## src/rtl/clt_pkg.sv

```systemverilog
// Shared types and constants for the command line tokenizer.
package clt_pkg;

  localparam int unsigned CHAR_W   = 7;
  localparam int unsigned IDX_W    = 5;
  localparam int unsigned QDEPTH   = 4;
  localparam int unsigned QAW      = 2;
  localparam int unsigned QCNT_W   = 3;

  localparam logic [CHAR_W-1:0] CH_BACKSLASH = 7'h5C;
  localparam logic [CHAR_W-1:0] CH_QUOTE     = 7'h22;
  localparam logic [CHAR_W-1:0] CH_SPACE     = 7'h20;
  localparam logic [IDX_W-1:0]  LIMIT_RESET  = 5'd16;

  typedef enum logic [1:0] {
    KIND_CHAR    = 2'd0,
    KIND_END     = 2'd1,
    KIND_DISCARD = 2'd2,
    KIND_LINE    = 2'd3
  } kind_t;

  typedef struct packed {
    kind_t             kind;
    logic [CHAR_W-1:0] ch;
    logic [IDX_W-1:0]  idx;
  } result_t;

  // results of one input word; cnt is 1..3 when queued
  typedef struct packed {
    logic [1:0]         cnt;
    result_t [2:0]      res;
  } plan_t;

  typedef struct packed {
    logic empty;
    logic full;
  } q_status_t;

endpackage

```

## src/rtl/clt_front.sv

```systemverilog
// Front end: takes input words, runs the quoting state and builds result plans.
module clt_front import clt_pkg::*; #(
  parameter int unsigned MAX_TOKENS = 16
) (
  input  logic              clk,
  input  logic              rst_n,
  input  logic              cfg_wr_en,
  input  logic [IDX_W-1:0]  cfg_wr_data,
  input  logic              in_valid,
  output logic              in_ready,
  input  logic [CHAR_W-1:0] in_char,
  input  logic              in_line_end,
  input  q_status_t         q_status,
  output logic              push,
  output plan_t             push_plan
);

  localparam logic [IDX_W-1:0] LIM_CAP = (MAX_TOKENS > 31) ? 5'd31 : IDX_W'(MAX_TOKENS);

  logic [IDX_W-1:0] token_limit_r;
  logic             in_quotes_r, in_quotes_nxt;
  logic             esc_r, esc_nxt;
  logic             acq_r, acq_nxt;
  logic [IDX_W-1:0] count_r, count_nxt;
  logic [IDX_W-1:0] limit;
  logic             under;
  logic [1:0]       n;
  plan_t            plan;
  logic             accept;

  assign limit    = (token_limit_r > LIM_CAP) ? LIM_CAP : token_limit_r;
  assign under    = count_r < limit;
  assign in_ready = !q_status.full;
  assign accept   = in_valid && in_ready;

  always_comb begin
    plan          = '0;
    n             = 2'd0;
    in_quotes_nxt = in_quotes_r;
    esc_nxt       = esc_r;
    acq_nxt       = acq_r;
    count_nxt     = count_r;
    if (in_line_end) begin
      if (under) begin
        if (esc_r && !acq_r) begin
          plan.res[n] = '{KIND_CHAR, CH_BACKSLASH, count_r};
          n = n + 2'd1;
        end
        plan.res[n] = '{KIND_END, '0, count_r};
        n = n + 2'd1;
        count_nxt = count_r + 5'd1;
      end
      plan.res[n] = '{KIND_LINE, '0, count_nxt};
      n = n + 2'd1;
      in_quotes_nxt = 1'b0;
      esc_nxt       = 1'b0;
      acq_nxt       = 1'b0;
      count_nxt     = '0;
    end else if (under) begin
      if (in_char == CH_BACKSLASH) begin
        if (esc_r && !acq_r) begin
          plan.res[n] = '{KIND_CHAR, CH_BACKSLASH, count_r};
          n = n + 2'd1;
        end
        esc_nxt = 1'b1;
      end else if (in_char == CH_QUOTE) begin
        if (esc_r) begin
          // escaped quote is literal
          if (!acq_r) begin
            plan.res[n] = '{KIND_CHAR, CH_QUOTE, count_r};
            n = n + 2'd1;
          end
        end else if (!in_quotes_r) begin
          plan.res[n] = '{KIND_DISCARD, '0, count_r};
          n = n + 2'd1;
          in_quotes_nxt = 1'b1;
          acq_nxt       = 1'b0;
        end else begin
          in_quotes_nxt = 1'b0;
          acq_nxt       = 1'b1;
        end
        esc_nxt = 1'b0;
      end else if (in_char == CH_SPACE && !in_quotes_r) begin
        if (esc_r && !acq_r) begin
          plan.res[n] = '{KIND_CHAR, CH_BACKSLASH, count_r};
          n = n + 2'd1;
        end
        plan.res[n] = '{KIND_END, '0, count_r};
        n = n + 2'd1;
        count_nxt = count_r + 5'd1;
        acq_nxt   = 1'b0;
        esc_nxt   = 1'b0;
      end else begin
        if (!acq_r) begin
          if (esc_r) begin
            plan.res[n] = '{KIND_CHAR, CH_BACKSLASH, count_r};
            n = n + 2'd1;
          end
          plan.res[n] = '{KIND_CHAR, in_char, count_r};
          n = n + 2'd1;
        end
        esc_nxt = 1'b0;
      end
    end
    plan.cnt = n;
  end

  assign push      = accept && (n != 2'd0);
  assign push_plan = plan;

  always_ff @(posedge clk) begin
    if (!rst_n) begin
      token_limit_r <= LIMIT_RESET;
      in_quotes_r   <= 1'b0;
      esc_r         <= 1'b0;
      acq_r         <= 1'b0;
      count_r       <= '0;
    end else begin
      if (cfg_wr_en) begin
        token_limit_r <= cfg_wr_data;
      end
      if (accept) begin
        in_quotes_r <= in_quotes_nxt;
        esc_r       <= esc_nxt;
        acq_r       <= acq_nxt;
        count_r     <= count_nxt;
      end
    end
  end

endmodule

```

## src/rtl/clt_queue.sv

```systemverilog
// Small queue of result plans between front end and back end.
module clt_queue import clt_pkg::*; (
  input  logic      clk,
  input  logic      rst_n,
  input  logic      push,
  input  plan_t     push_plan,
  input  logic      pop,
  output plan_t     head,
  output q_status_t status
);

  plan_t             mem_r [QDEPTH];
  logic [QAW-1:0]    wr_ptr_r;
  logic [QAW-1:0]    rd_ptr_r;
  logic [QCNT_W-1:0] cnt_r;

  assign head         = mem_r[rd_ptr_r];
  assign status.empty = (cnt_r == '0);
  assign status.full  = (cnt_r == QCNT_W'(QDEPTH));

  always_ff @(posedge clk) begin
    if (push) begin
      mem_r[wr_ptr_r] <= push_plan;
    end
  end

  always_ff @(posedge clk) begin
    if (!rst_n) begin
      wr_ptr_r <= '0;
      rd_ptr_r <= '0;
      cnt_r    <= '0;
    end else begin
      if (push) begin
        wr_ptr_r <= wr_ptr_r + 1'b1;
      end
      if (pop) begin
        rd_ptr_r <= rd_ptr_r + 1'b1;
      end
      case ({push, pop})
        2'b10:   cnt_r <= cnt_r + 1'b1;
        2'b01:   cnt_r <= cnt_r - 1'b1;
        default: cnt_r <= cnt_r;
      endcase
    end
  end

endmodule

```

## src/rtl/clt_back.sv

```systemverilog
// Back end: walks the head plan one result per cycle, while the output is not stalled, into the output register.
module clt_back import clt_pkg::*; (
  input  logic              clk,
  input  logic              rst_n,
  input  plan_t             head,
  input  q_status_t         q_status,
  output logic              pop,
  output logic              out_valid,
  input  logic              out_ready,
  output logic [1:0]        out_kind,
  output logic [CHAR_W-1:0] out_char,
  output logic [IDX_W-1:0]  out_token_index,
  output logic              out_last
);

  logic             out_valid_r;
  result_t          res_r;
  logic             last_r;
  logic [1:0]       sub_r;
  logic             load;
  logic             is_last;
  result_t          cur;

  assign load    = !q_status.empty && (!out_valid_r || out_ready);
  assign cur     = head.res[sub_r];
  assign is_last = (sub_r == (head.cnt - 2'd1));
  assign pop     = load && is_last;

  always_ff @(posedge clk) begin
    if (load) begin
      res_r  <= cur;
      last_r <= is_last;
    end
  end

  always_ff @(posedge clk) begin
    if (!rst_n) begin
      out_valid_r <= 1'b0;
      sub_r       <= '0;
    end else begin
      if (load) begin
        out_valid_r <= 1'b1;
        sub_r       <= is_last ? 2'd0 : sub_r + 2'd1;
      end else if (out_ready) begin
        out_valid_r <= 1'b0;
      end
    end
  end

  assign out_valid       = out_valid_r;
  assign out_kind        = res_r.kind;
  assign out_char        = res_r.ch;
  assign out_token_index = res_r.idx;
  assign out_last        = last_r;

endmodule

```

## src/rtl/command_line_tokenizer.sv

```systemverilog
// A taken word's results are written to the plan queue, then loaded into the output register.
// The output gives one result word per cycle while not stalled; an input word producing
// k results (0..3) occupies the output for k result words.
// A 4-entry plan queue lets input accept continue while the output is stalled.
// Reset (rst_n low, synchronous): quoting state and token count cleared,
// token limit set to 16, queue and output register emptied.
module command_line_tokenizer import clt_pkg::*; #(
  parameter int unsigned MAX_TOKENS = 16
) (
  input  logic              clk,
  input  logic              rst_n,
  input  logic              cfg_wr_en,
  input  logic [IDX_W-1:0]  cfg_wr_data,
  input  logic              in_valid,
  output logic              in_ready,
  input  logic [CHAR_W-1:0] in_char,
  input  logic              in_line_end,
  output logic              out_valid,
  input  logic              out_ready,
  output logic [1:0]        out_kind,
  output logic [CHAR_W-1:0] out_char,
  output logic [IDX_W-1:0]  out_token_index,
  output logic              out_last
);

  logic      push;
  plan_t     push_plan;
  logic      pop;
  plan_t     head;
  q_status_t q_status;

  clt_front #(.MAX_TOKENS(MAX_TOKENS)) u_front (
    .clk         (clk),
    .rst_n       (rst_n),
    .cfg_wr_en   (cfg_wr_en),
    .cfg_wr_data (cfg_wr_data),
    .in_valid    (in_valid),
    .in_ready    (in_ready),
    .in_char     (in_char),
    .in_line_end (in_line_end),
    .q_status    (q_status),
    .push        (push),
    .push_plan   (push_plan)
  );

  clt_queue u_queue (
    .clk       (clk),
    .rst_n     (rst_n),
    .push      (push),
    .push_plan (push_plan),
    .pop       (pop),
    .head      (head),
    .status    (q_status)
  );

  clt_back u_back (
    .clk             (clk),
    .rst_n           (rst_n),
    .head            (head),
    .q_status        (q_status),
    .pop             (pop),
    .out_valid       (out_valid),
    .out_ready       (out_ready),
    .out_kind        (out_kind),
    .out_char        (out_char),
    .out_token_index (out_token_index),
    .out_last        (out_last)
  );

endmodule

```

## config.mk

```make
export PLATFORM = sky130hd
export DESIGN_NAME = command_line_tokenizer
export DESIGN_NICKNAME = d
export VERILOG_FILES = /design/src/rtl/clt_pkg.sv /design/src/rtl/clt_front.sv /design/src/rtl/clt_queue.sv /design/src/rtl/clt_back.sv /design/src/rtl/command_line_tokenizer.sv
export SDC_FILE = /design/constraint.sdc
export NUM_CORES = 1
export LEC_CHECK = 0
export BUFFER_PORTS_ARGS = -buffer_cell sky130_fd_sc_hd__buf_2
export CORE_MARGIN = 1
export CORE_UTILIZATION = 55
export DETAILED_ROUTE_END_ITERATION = 7
export HOLD_SLACK_MARGIN = 0.08
export PLACE_DENSITY = 0.75
export SYNTH_ARGS = -nofsm -noshare
export SYNTH_HDL_FRONTEND = slang
export SYNTH_SLANG_ARGS = --single-unit
export TNS_END_PERCENT = 5
```

## constraint.sdc

```tcl
create_clock -name clk -period 3.05 [get_ports clk]
set_input_delay 0.1525 -clock clk [delete_from_list [all_inputs] [get_ports clk]]
set_output_delay 0.1525 -clock clk [all_outputs]
set_load 0.02 [all_outputs]
```

==> results.md, run 1 <==
* Run status: complete, no violations
* Max-cap violation count at 0
* Final Critical Period at 2880 ps
* WL/cell at 20.0 um
* Worst Hold Path EP: u_front.token_limit_r[3]
* Clk_lat worst skew at 430 ps
* Mapped Area at 7970 um2
* Static leakage at 3.13 nW
* Worst EP required at 3420 ps
* RR Endpoint: u_queue.cnt_r[2]
* Synth top area cells: edfxtp_1 (60%), mux4_2 (10%), dfxtp_1 (6.3%)
* Dpl hpwl at 9.27 mm
* Fill count at 994
* Clock tree root driver cell: clkbuf_16
* Starting Density at 57.0%
* Area delta synth->final at 14.3%
* Hold_ws at 120 ps
* Crit Path Max Fanout at 5
* Hold Vio Cnt, Final at 0
* Worst path arrival time at 3250 ps
* Fin util at 65.2%
* Non-filler instance count after layout at 760
* Num CTS Buffers at 17
* N_diodes at 0
* Setup Crit Path Kind: reg -> reg
* First-pass GRT wire length at 24.3 mm
* Seq/Total Area, Yosys at 66.2%
* Worst vdd ir at 897 uV
* Nets at 596
* Synth area leader: edfxtp_1
* FMAX at 347 MHz
* RSZ-0062 raised after global routing: false
* Worst hold start: cfg_wr_en
* Ys async rst share at 0%
* Layout cells sized above 1 at 24.7%
* Number of detailed-route iterations in the first pass at 5
* Post-Syn Nets at 543
* Die Area at 15000 um2
* Cell Rows at 43
* Cell count after synthesis at 514
* R2R cell count at 13
* Hold Path Class: in -> reg
* H-tree Lvls at 4
* Antenna-violating nets left at 0
* Clk_skew at 11.2 ps
* Max Slew Vio Count at 0
* Chip Height at 122 um
* Reg clk slew, reported paths at 70 ps
* Routability Congestion at 0.890
* Initial antenna violation count at 0
* Die X at 122 um
* Pwr dens at 765 nW/um2
* Top cell type's share of synthesized area at 59.9%
* Largest net degree at the start of global routing at 37
* Setup crit start kind: flip-flop
* Worst slew pin tran at 1250 ps
* Total Routed Length at 15.2 mm
* Main flop type after synthesis: edfxtp_1
* Synth unique cells at 63
* #FFs+latches synth at 184
* Drt initial violations at 642
* R2R Path Start: u_front.token_limit_r[4]
* Setup crit end kind: flip-flop
* Total via count in the routed design at 4502
* Total congestion overflow at 0
* Post-Syn Area per Cell at 15.5 um2
* GRT Total Usage at 22.4%
* Most frequent cells in the layout: edfxtp_1 (159), mux4_2 (36), buf_2 (34)
* IO Count at 35
* Core Area at 14000 um2
* Total negative slack at 0 ps
* Final setup viols at 0
* Bufs on Longest Clock Path at 2
* Vias in the first global route at 4661
* Overall power at 6.98 mW
* Clock tree sinks at 184
* # placed instances at 718
* Remaining routing DRC violations at 0
* R2R Setup Slk at 170 ps
* Cell depth of the worst hold path at 3
* Rel. slew slack at 14.8%
* CTS tree: done
* Synthesis warning total at 0
* Final period util at 94.5%
* Port bufs at 34
* EDFF count, synth at 159
* Vias per cell at 5.92
* Most common cell after layout, fill and taps aside: edfxtp_1
==> synth_stat cells (3+ instances only) <==
cell type	n
a2111oi_0	3
o21ai_0	20
ha_1	10
buf_6	4
nor2_1	28
buf_2	3
and2_1	17
inv_1	17
xnor2_1	4
o211ai_1	4
o22ai_1	6
nand2b_1	7
a21boi_0	5
nor2b_1	8
mux2i_1	23
clkbuf_1	14
mux4_2	36
nand4_1	3
a21oi_1	17
nand3_1	10
edfxtp_1	159
nand2_1	29
dfxtp_1	25
and3_1	3
a31oi_1	5
nor3_1	5
==> stage by stage <==
stage,cell area (um2),setup slack [ps]
final,9110,169
after global routing,9110,17.6
after CTS,9100,2.75
after detailed placement,8390,-54.1
after global placement,8390,133
after floorplan,7970,71.9
==> area by class of cell <==
| type | instances | area (um2) | share of cell area [%] |
|---|---|---|---|
| clock buffer | 17 | 425 | 4.67 |
| clock inverter | 15 | 190 | 2.09 |
| inverter | 17 | 63.8 | 0.700 |
| multi-input combinational | 286 | 2490 | 27.3 |
| sequential | 184 | 5280 | 57.9 |
| tap | 180 | 225 | 2.47 |
| timing repair buffer | 61 | 443 | 4.86 |
==> flip-flops by register name, indices dropped and copies added (netlist names), 2 cells and up, named ones only <==
name                    cells
u_back.out_kind             2
u_back.sub_r                2
u_back.out_token_index      5
u_queue.mem_r             144
u_back.out_char             7
u_front.token_limit_r       5
u_queue.wr_ptr_r            2
u_queue.cnt_r               3
u_queue.rd_ptr_r            2
u_front.count_r             5
==> worst max-delay path by stage <==
stage / start / to / slack [ps] / cells after the start
3_3_place_gp: u_front.token_limit_r[4] / u_queue.cnt_r[2] / 130 / 13
5_1_grt: u_front.token_limit_r[4] / u_queue.cnt_r[2] / 20 / 13
6_report: u_front.token_limit_r[4] / u_queue.cnt_r[2] / 170 / 13
3_5_place_dp: u_front.token_limit_r[4] / u_queue.cnt_r[2] / -50 / 13
2_1_floorplan: u_front.token_limit_r[4] / u_queue.cnt_r[2] / 70 / 13
4_1_cts: u_front.token_limit_r[4] / u_queue.cnt_r[2] / 3 / 13
==> where the power goes <==
group	internal, mW	leakage [nW]	switching [mW]	total [mW]
Sequential	3.11	1.72	0.0971	3.21
Combinational	0.638	1.12	0.865	1.50
Clock	1.31	0.288	0.959	2.27
==> cell families after synthesis <==
kind of cell    count (synthesis)  share of synthesized area, %
compound gates                 76                          6.01
xor+xnor                        7                         0.863
fa+ha+maj                      11                          1.82
buf+inv                        44                          2.81
flops                         184                          66.2
mux                            60                          13.2
simple gates                  132                          9.09
==> worst max-delay path: stages, from the launching register on <==
cell and delay (ps):
dfxtp_1 340, inv_2 100, nand2_1 60, ha_1 280
or2_2 310, a21oi_2 160, nor3_1 100, nor3_2 190
inv_1 70, ha_2 210, fa_2 390, xnor2_1 150
or3_1 320, a21boi_1 140
==> what timing repair did <==
action                                 CTS  global route
setup endpoints to repair                1             1
pin swaps                                1             2
endpoints found under the hold margin    6             0
hold buffers                             8             0
gates resized for setup                  4             2
setup buffers                            1             1
==> per-layer routing <==
metal  GRT usage (%)  share of wire [%]  vias to the layer above
met5               0                  0                        -
met4            8.69                2.2                        0
met2            36.6                 50                      138
met3            5.86                5.6                       22
met1            28.9                 42                     2233
li1                -                  -                     2109
(Power assumes the default switching activity.)
==> run 2, diff against run 1 <==
--- a/config.mk
+++ b/config.mk
@@ -11,6 +11,7 @@
 export DETAILED_ROUTE_END_ITERATION = 7
 export HOLD_SLACK_MARGIN = 0.08
 export PLACE_DENSITY = 0.75
+export REMOVE_ABC_BUFFERS = 1
 export SYNTH_ARGS = -nofsm -noshare
 export SYNTH_HDL_FRONTEND = slang
 export SYNTH_SLANG_ARGS = --single-unit
==> run 2 against run 1 <==
Against the previous run: critical path depth unchanged; global-route usage up 0.42 points; clock-buffer cell count unchanged; combinational power about the same; worst hold slack gained 6.5 ps; sequential cell count did not move; power down 1.1%.
==> results.md, run 2 (synthesis results as in run 1) <==
* Setup WS post-layout at 89.2 ps (was 169 ps)
* Antenna-violating nets left at 0 (unchanged)
* Setup crit start kind: flip-flop (unchanged)
* Rel. slew slack at 46.3% (was 14.8%)
* CTS tree: done (unchanged)
* Drt initial violations at 670 (was 642)
* Largest net degree at the start of global routing at 31 (was 37)
* Area delta synth->final at 14.8% (was 14.3%)
* Crit Path Max Fanout at 5 (unchanged)
* Port bufs at 34 (unchanged)
* Static leakage at 3.17 nW (was 3.13 nW)
* H-tree Lvls at 4 (unchanged)
* Run status: complete, no violations (unchanged)
* Most common cell after layout, fill and taps aside: edfxtp_1 (unchanged)
* Max-cap violation count at 0 (unchanged)
* Final Critical Period at 2960 ps (was 2880 ps)
* IO Count at 35 (unchanged)
* Chip Height at 122 um (unchanged)
* WL/cell at 20.1 um (was 20.0 um)
* Setup Crit Path Kind: reg -> reg (unchanged)
* Remaining routing DRC violations at 0 (unchanged)
* Most frequent cells in the layout: edfxtp_1 (159), mux4_2 (36), buf_2 (34) (unchanged)
* Hold Path Class: in -> reg (unchanged)
* FMAX at 338 MHz (was 347 MHz)
* Routability Congestion at 0.885 (was 0.890)
* Final setup viols at 0 (unchanged)
* Worst EP required at 3410 ps (was 3420 ps)
* Number of detailed-route iterations in the first pass at 5 (unchanged)
* Fin util at 65.4% (was 65.2%)
* Clk_lat worst skew at 430 ps (about the same)
* Final period util at 97.1% (was 94.5%)
* Vias in the first global route at 4581 (was 4661)
* Vias per cell at 5.96 (was 5.92)
* Initial antenna violation count at 0 (unchanged)
* Worst vdd ir at 790 uV (was 897 uV)
* Reg clk slew, reported paths at 60 ps (was 70 ps)
* Fill count at 962 (was 994)
* Worst path arrival time at 3330 ps (was 3250 ps)
* Die Area at 15000 um2 (unchanged)
* Die X at 122 um (unchanged)
* GRT Total Usage at 22.9% (was 22.4%)
* Post-place setup slack at -44.6 ps (was -54.1 ps)
* Setup crit end kind: flip-flop (unchanged)
* Critical path's slowest cell: fa_2 (unchanged)
* Total via count in the routed design at 4581 (was 4502)
* Worst slew pin tran at 803 ps (was 1250 ps)
* Core Area at 14000 um2 (unchanged)
* Overall power at 6.90 mW (was 6.98 mW)
* Layout cells sized above 1 at 26.1% (was 24.7%)
* Top reg by flops: u_queue.mem_r (unchanged)
* Cell Rows at 43 (unchanged)
* Total Routed Length at 15.5 mm (was 15.2 mm)
* Bufs on Longest Clock Path at 2 (unchanged)
* Clock tree root driver cell: clkbuf_16 (unchanged)
* Clock tree sinks at 184 (unchanged)
* Cell Chain, Critical Path: inv_4 > nand2_1 > ha_1 > or2_4 > a21oi_4 > nor3_1 > nor3_2 > inv_1 > ha_4 > fa_2 > xnor2_2 > or3_1 > a21boi_1 (was inv_2 > nand2_1 > ha_1 > or2_2 > a21oi_2 > nor3_1 > nor3_2 > inv_1 > ha_2 > fa_2 > xnor2_1 > or3_1 > a21boi_1)
* Hold Vio Cnt, Final at 0 (unchanged)
* Starting Density at 57.0% (unchanged)
* Max incr delay on CP at 400 ps (was 390 ps)
* Clk_skew at 6.80 ps (was 11.2 ps)
* N_diodes at 0 (unchanged)
* Total congestion overflow at 0 (unchanged)
* Dpl hpwl at 9.77 mm (was 9.27 mm)
* Max Slew Vio Count at 0 (unchanged)
* Max reg flops at 144 (unchanged)
* Nets at 605 (was 596)
* Num CTS Buffers at 17 (unchanged)
* Pwr dens at 754 nW/um2 (was 765 nW/um2)
* First-pass GRT wire length at 24.4 mm (was 24.3 mm)
-- run 2: cell types whose count changed in the layout (fill, tap and decap cells not counted), sizes merged --
cell	delta
buf	+9
inv	-5
clkinv	+7
clkinvlp	-2
-- run 2: worst max-delay path, delay by kind of cell (launching register included) --
family                   cells  cell delay, ps
adder cells (fa/ha/maj)      3             920
AO/OA/AOI/OAI                2             300
flip-flops                   1             350
AND/OR/NAND/NOR              5             980
buffers and inverters        2             180
XOR/XNOR                     1             150
-- run 2: layer usage --
layer,vias up,global-route usage (%),routed length (um)
li1,2114,-,-
met1,2264,30.1,6620
met2,176,35.7,7590
met3,27,5.07,770
met4,0,12.1,489
met5,-,0,0
-- run 2: final cells by class --
type | count | area [um2] | area share (%)
clock inverters | 15 | 160 | 1.75
inverters | 17 | 66.3 | 0.725
repair buffers | 70 | 460 | 5.03
clock buffers | 17 | 425 | 4.65
flip-flops and latches | 184 | 5280 | 57.7
well taps | 180 | 225 | 2.46
multi-input cells | 286 | 2530 | 27.7
-- run 2: stage by stage --
stage          setup TNS [ps]  area, um2  hold slack [ps]  cells
3_3_place_gp                0       8410              394    728
5_1_grt                 -40.4       9150              147    769
3_5_place_dp            -44.6       8410              388    728
6_report                    0       9150              127    769
2_1_floorplan           -2930       7810              251    487
4_1_cts                     0       9080             87.2    768
-- run 2: where the power goes --
group,switching [mW],internal [mW],total (mW)
Sequential,0.100,3.11,3.21
Clock,0.887,1.27,2.16
Combinational,0.872,0.652,1.52
-- run 2: worst paths after layout --
check	from	endpoint	slack (ps)	cells past startpoint
worst max-delay path	u_front.token_limit_r[4]	u_queue.cnt_r[2]	90	13
worst min-delay path	cfg_wr_en	u_front.token_limit_r[3]	130	3
worst max register to register	u_front.token_limit_r[4]	u_queue.cnt_r[2]	90	13
worst min register to register	u_queue.rd_ptr_r[0]	flip-flop	490	2
-- run 2: repair_timing --
action | in CTS | in global routing
endpoints found under the hold margin | 6 | 0
gates resized for setup | 1 | 14
buffers inserted | 0 | 1
hold buffers | 8 | 0
pin swaps | 0 | 3
endpoints found under the setup margin | 1 | 77
==> run 3, diff against run 2 <==
--- a/config.mk
+++ b/config.mk
@@ -6,7 +6,7 @@
 export NUM_CORES = 1
 export LEC_CHECK = 0
 export BUFFER_PORTS_ARGS = -buffer_cell sky130_fd_sc_hd__buf_2
-export CORE_MARGIN = 1
+export CORE_MARGIN = 2
 export CORE_UTILIZATION = 55
 export DETAILED_ROUTE_END_ITERATION = 7
 export HOLD_SLACK_MARGIN = 0.08
==> run 3 against run 2 <==
Against the previous run: first-iteration DRC count is 28% lower; sequential share of layout area is 0.22 points higher; clock-buffer cell count is 1 higher; worst hold slack worse by 21 ps; final area is 0.40% lower; sequential power hardly changed; worst setup slack better by 71 ps; core utilization is 0.51 points lower; fmax is 2.5% higher; highest routed layer unchanged.
==> results.md, run 3 (synthesis results as in run 1) <==
* Critical path's slowest cell: fa_1 (was fa_2)
* Reg clk slew, reported paths at 70 ps (was 60 ps)
* Max reg flops at 144 (unchanged)
* Port bufs at 34 (unchanged)
* GRT Total Usage at 21.6% (was 22.9%)
* FMAX at 346 MHz (was 338 MHz)
* Cell Chain, Critical Path: inv_2 > nand2_1 > ha_1 > or2_4 > a21oi_4 > nor3_2 > nor3_2 > inv_1 > ha_2 > fa_1 > xnor2_1 > or3_1 > a21boi_1 (was inv_4 > nand2_1 > ha_1 > or2_4 > a21oi_4 > nor3_1 > nor3_2 > inv_1 > ha_4 > fa_2 > xnor2_2 > or3_1 > a21boi_1)
* Kind of cell adding the most delay to the critical path: simple AND/OR/NAND/NOR gates (unchanged)
* Run status: complete, no violations (unchanged)
* Most frequent CP cell: nor3_2
* Clk_lat worst skew at 440 ps (was 430 ps)
* Worst path arrival time at 3260 ps (was 3330 ps)
* CP startpoint: u_front.token_limit_r[4] (unchanged)
* Most frequent cells in the layout: edfxtp_1 (159), mux4_2 (36), buf_2 (34) (unchanged)
* Area delta synth->final at 14.3% (was 14.8%)
* Nets at 605 (unchanged)
* Crit path to: u_queue.cnt_r[2] (unchanged)
* Hold Path Class: in -> reg (unchanged)
* Sequential Area at 5280 um2 (about the same)
* Dpl hpwl at 9.97 mm (was 9.77 mm)
* RR Endpoint: u_queue.cnt_r[2] (unchanged)
* Cell Rows at 43 (unchanged)
* Chip Height at 124 um (was 122 um)
* IO Count at 35 (unchanged)
* Total congestion overflow at 0 (unchanged)
* N_diodes at 0 (unchanged)
* Bufs on Longest Clock Path at 2 (unchanged)
* Total negative slack at 0 ps (unchanged)
* Overall power at 6.86 mW (was 6.90 mW)
* Remaining routing DRC violations at 0 (unchanged)
* Antenna-violating nets left at 0 (unchanged)
* Worst EP required at 3420 ps (was 3410 ps)
* Final Critical Period at 2890 ps (was 2960 ps)
* Worst vdd ir at 567 uV (was 790 uV)
* Combinational power share at 21.9% (was 22.1%)
* Setup crit start kind: flip-flop (unchanged)
* Initial antenna violation count at 0 (unchanged)
* Max Slew Vio Count at 0 (unchanged)
* Drt initial violations at 483 (was 670)
* Crit Path Max Fanout at 5 (unchanged)
* # placed instances at 728 (unchanged)
* Max incr delay on CP at 430 ps (was 400 ps)
* R2R cell count at 13 (unchanged)
* Clock tree sinks at 184 (unchanged)
* Final period util at 94.7% (was 97.1%)
* Die X at 124 um (was 122 um)
* Hold Vio Cnt, Final at 0 (unchanged)
* Static leakage at 3.16 nW (was 3.17 nW)
* Core Area at 14000 um2 (about the same)
* Clock tree root driver cell: clkbuf_16 (unchanged)
* Rel. slew slack at 45.5% (was 46.3%)
* First-pass GRT wire length at 25.5 mm (was 24.4 mm)
* Multi-input gate area at 2510 um2 (was 2530 um2)
* Worst path bufs/invs at 2 (unchanged)
* Most common cell after layout, fill and taps aside: edfxtp_1 (unchanged)
* Routability Congestion at 0.841 (was 0.885)
* Number of detailed-route iterations in the first pass at 5 (unchanged)
* Die Area at 15500 um2 (was 15000 um2)
* Setup crit end kind: flip-flop (unchanged)
* Vias in the first global route at 4749 (was 4581)
* Fill count at 978 (was 962)
* Sw frac at 27.7% (was 27.0%)
* Total via count in the routed design at 4637 (was 4581)
* Top reg by flops: u_queue.mem_r (unchanged)
* Starting Density at 56.8% (was 57.0%)
* H-tree Lvls at 4 (unchanged)
* Largest net degree at the start of global routing at 35 (was 31)
* Seq pwr share at 46.8% (was 46.6%)
* Clk_skew at 11.1 ps (was 6.80 ps)
* R2R Path Start: u_front.token_limit_r[4] (unchanged)
* Non-filler instance count after layout at 769 (unchanged)
* Vias per cell at 6.03 (was 5.96)
* Final setup viols at 0 (unchanged)
* Total Routed Length at 15.8 mm (was 15.5 mm)
* R2R Setup Slk at 160 ps (was 90 ps)
* CTS tree: done (unchanged)
* Internal power at 4.96 mW (was 5.04 mW)
* Critical path depth at 13 (unchanged)
* Hold_ws at 106 ps (was 127 ps)
* Clock power frac at 31.3% (about the same)
* Num CTS Buffers at 17 (unchanged)
* WL/cell at 20.6 um (was 20.1 um)
* Max-cap violation count at 0 (unchanged)
* Worst slew pin tran at 815 ps (was 803 ps)
* Layout cells sized above 1 at 25.8% (was 26.1%)
* Pwr dens at 753 nW/um2 (was 754 nW/um2)
* Total net switching power at 1.90 mW (was 1.86 mW)
* Setup Crit Path Kind: reg -> reg (unchanged)
==> run 3: what timing repair did <==
item / 4_1_cts / 5_1_grt
hold buffers: 8 / 0
resized for setup: 1 / 9
hold endpoints to repair: 6 / 0
cloned: 0 / 0
setup buffers: 0 / 1
endpoints found under the setup margin: 1 / 1
pin swaps: 0 / 4
==> run 3: power by group through the flow <==
stage	combinational (mW)	sequential, mW	clock (mW)
finish	1.50	3.21	2.15
global route	1.64	3.24	2.28
CTS	1.52	3.21	2.18
detailed placement	1.51	3.26	0
global placement	1.48	3.25	0
floorplan	0.766	3.51	0
==> run 3: worst reg2reg max path: stages, from the launching register on <==
cell,delay [ps]
dfxtp_1,340
inv_2,90
nand2_1,60
ha_1,300
or2_4,270
a21oi_4,170
nor3_2,80
nor3_2,220
inv_1,80
ha_2,210
fa_1,430
xnor2_1,150
or3_1,310
a21boi_1,110
==> run 3: cell type report <==
cell class / instances / share of cell area, %
Clock inverter: 14 / 1.62
Sequential cell: 184 / 57.9
Tap cell: 180 / 2.47
Clock buffer: 18 / 4.71
Inverter: 17 / 0.700
Multi-Input combinational cell: 286 / 27.5
Timing Repair Buffer: 70 / 5.05
==> run 3: worst min path at each step <==
| stage | cells past startpoint | from | endpoint |
|---|---|---|---|
| 2_1_floorplan | 1 | rst_n | u_front.token_limit_r[4] |
| 3_3_place_gp | 3 | cfg_wr_data[4] | u_front.token_limit_r[4] |
| 3_5_place_dp | 3 | cfg_wr_data[4] | u_front.token_limit_r[4] |
| 4_1_cts | 3 | cfg_wr_en | u_front.token_limit_r[0] |
| 5_1_grt | 3 | cfg_wr_en | u_front.token_limit_r[2] |
| 6_report | 3 | cfg_wr_en | u_front.token_limit_r[0] |
==> run 3: per-stage QoR <==
stage | util [%] | cell area [um2] | worst slack [ps]
floorplan | - | 7810 | -1080
finish | 64.9 | 9110 | 160
global route | 64.9 | 9110 | -30.6
CTS | 64.6 | 9070 | 21.9
global placement | 59.9 | 8410 | 131
detailed placement | 59.9 | 8410 | -0.244
==> run 3: per-layer routing <==
metal,part of all wire [%],track usage (%),wire length [um]
met5,0,0,0
met1,43,29.1,6810
met4,1.8,7.93,286
met2,50,34.6,7960
met3,5.0,5.07,796
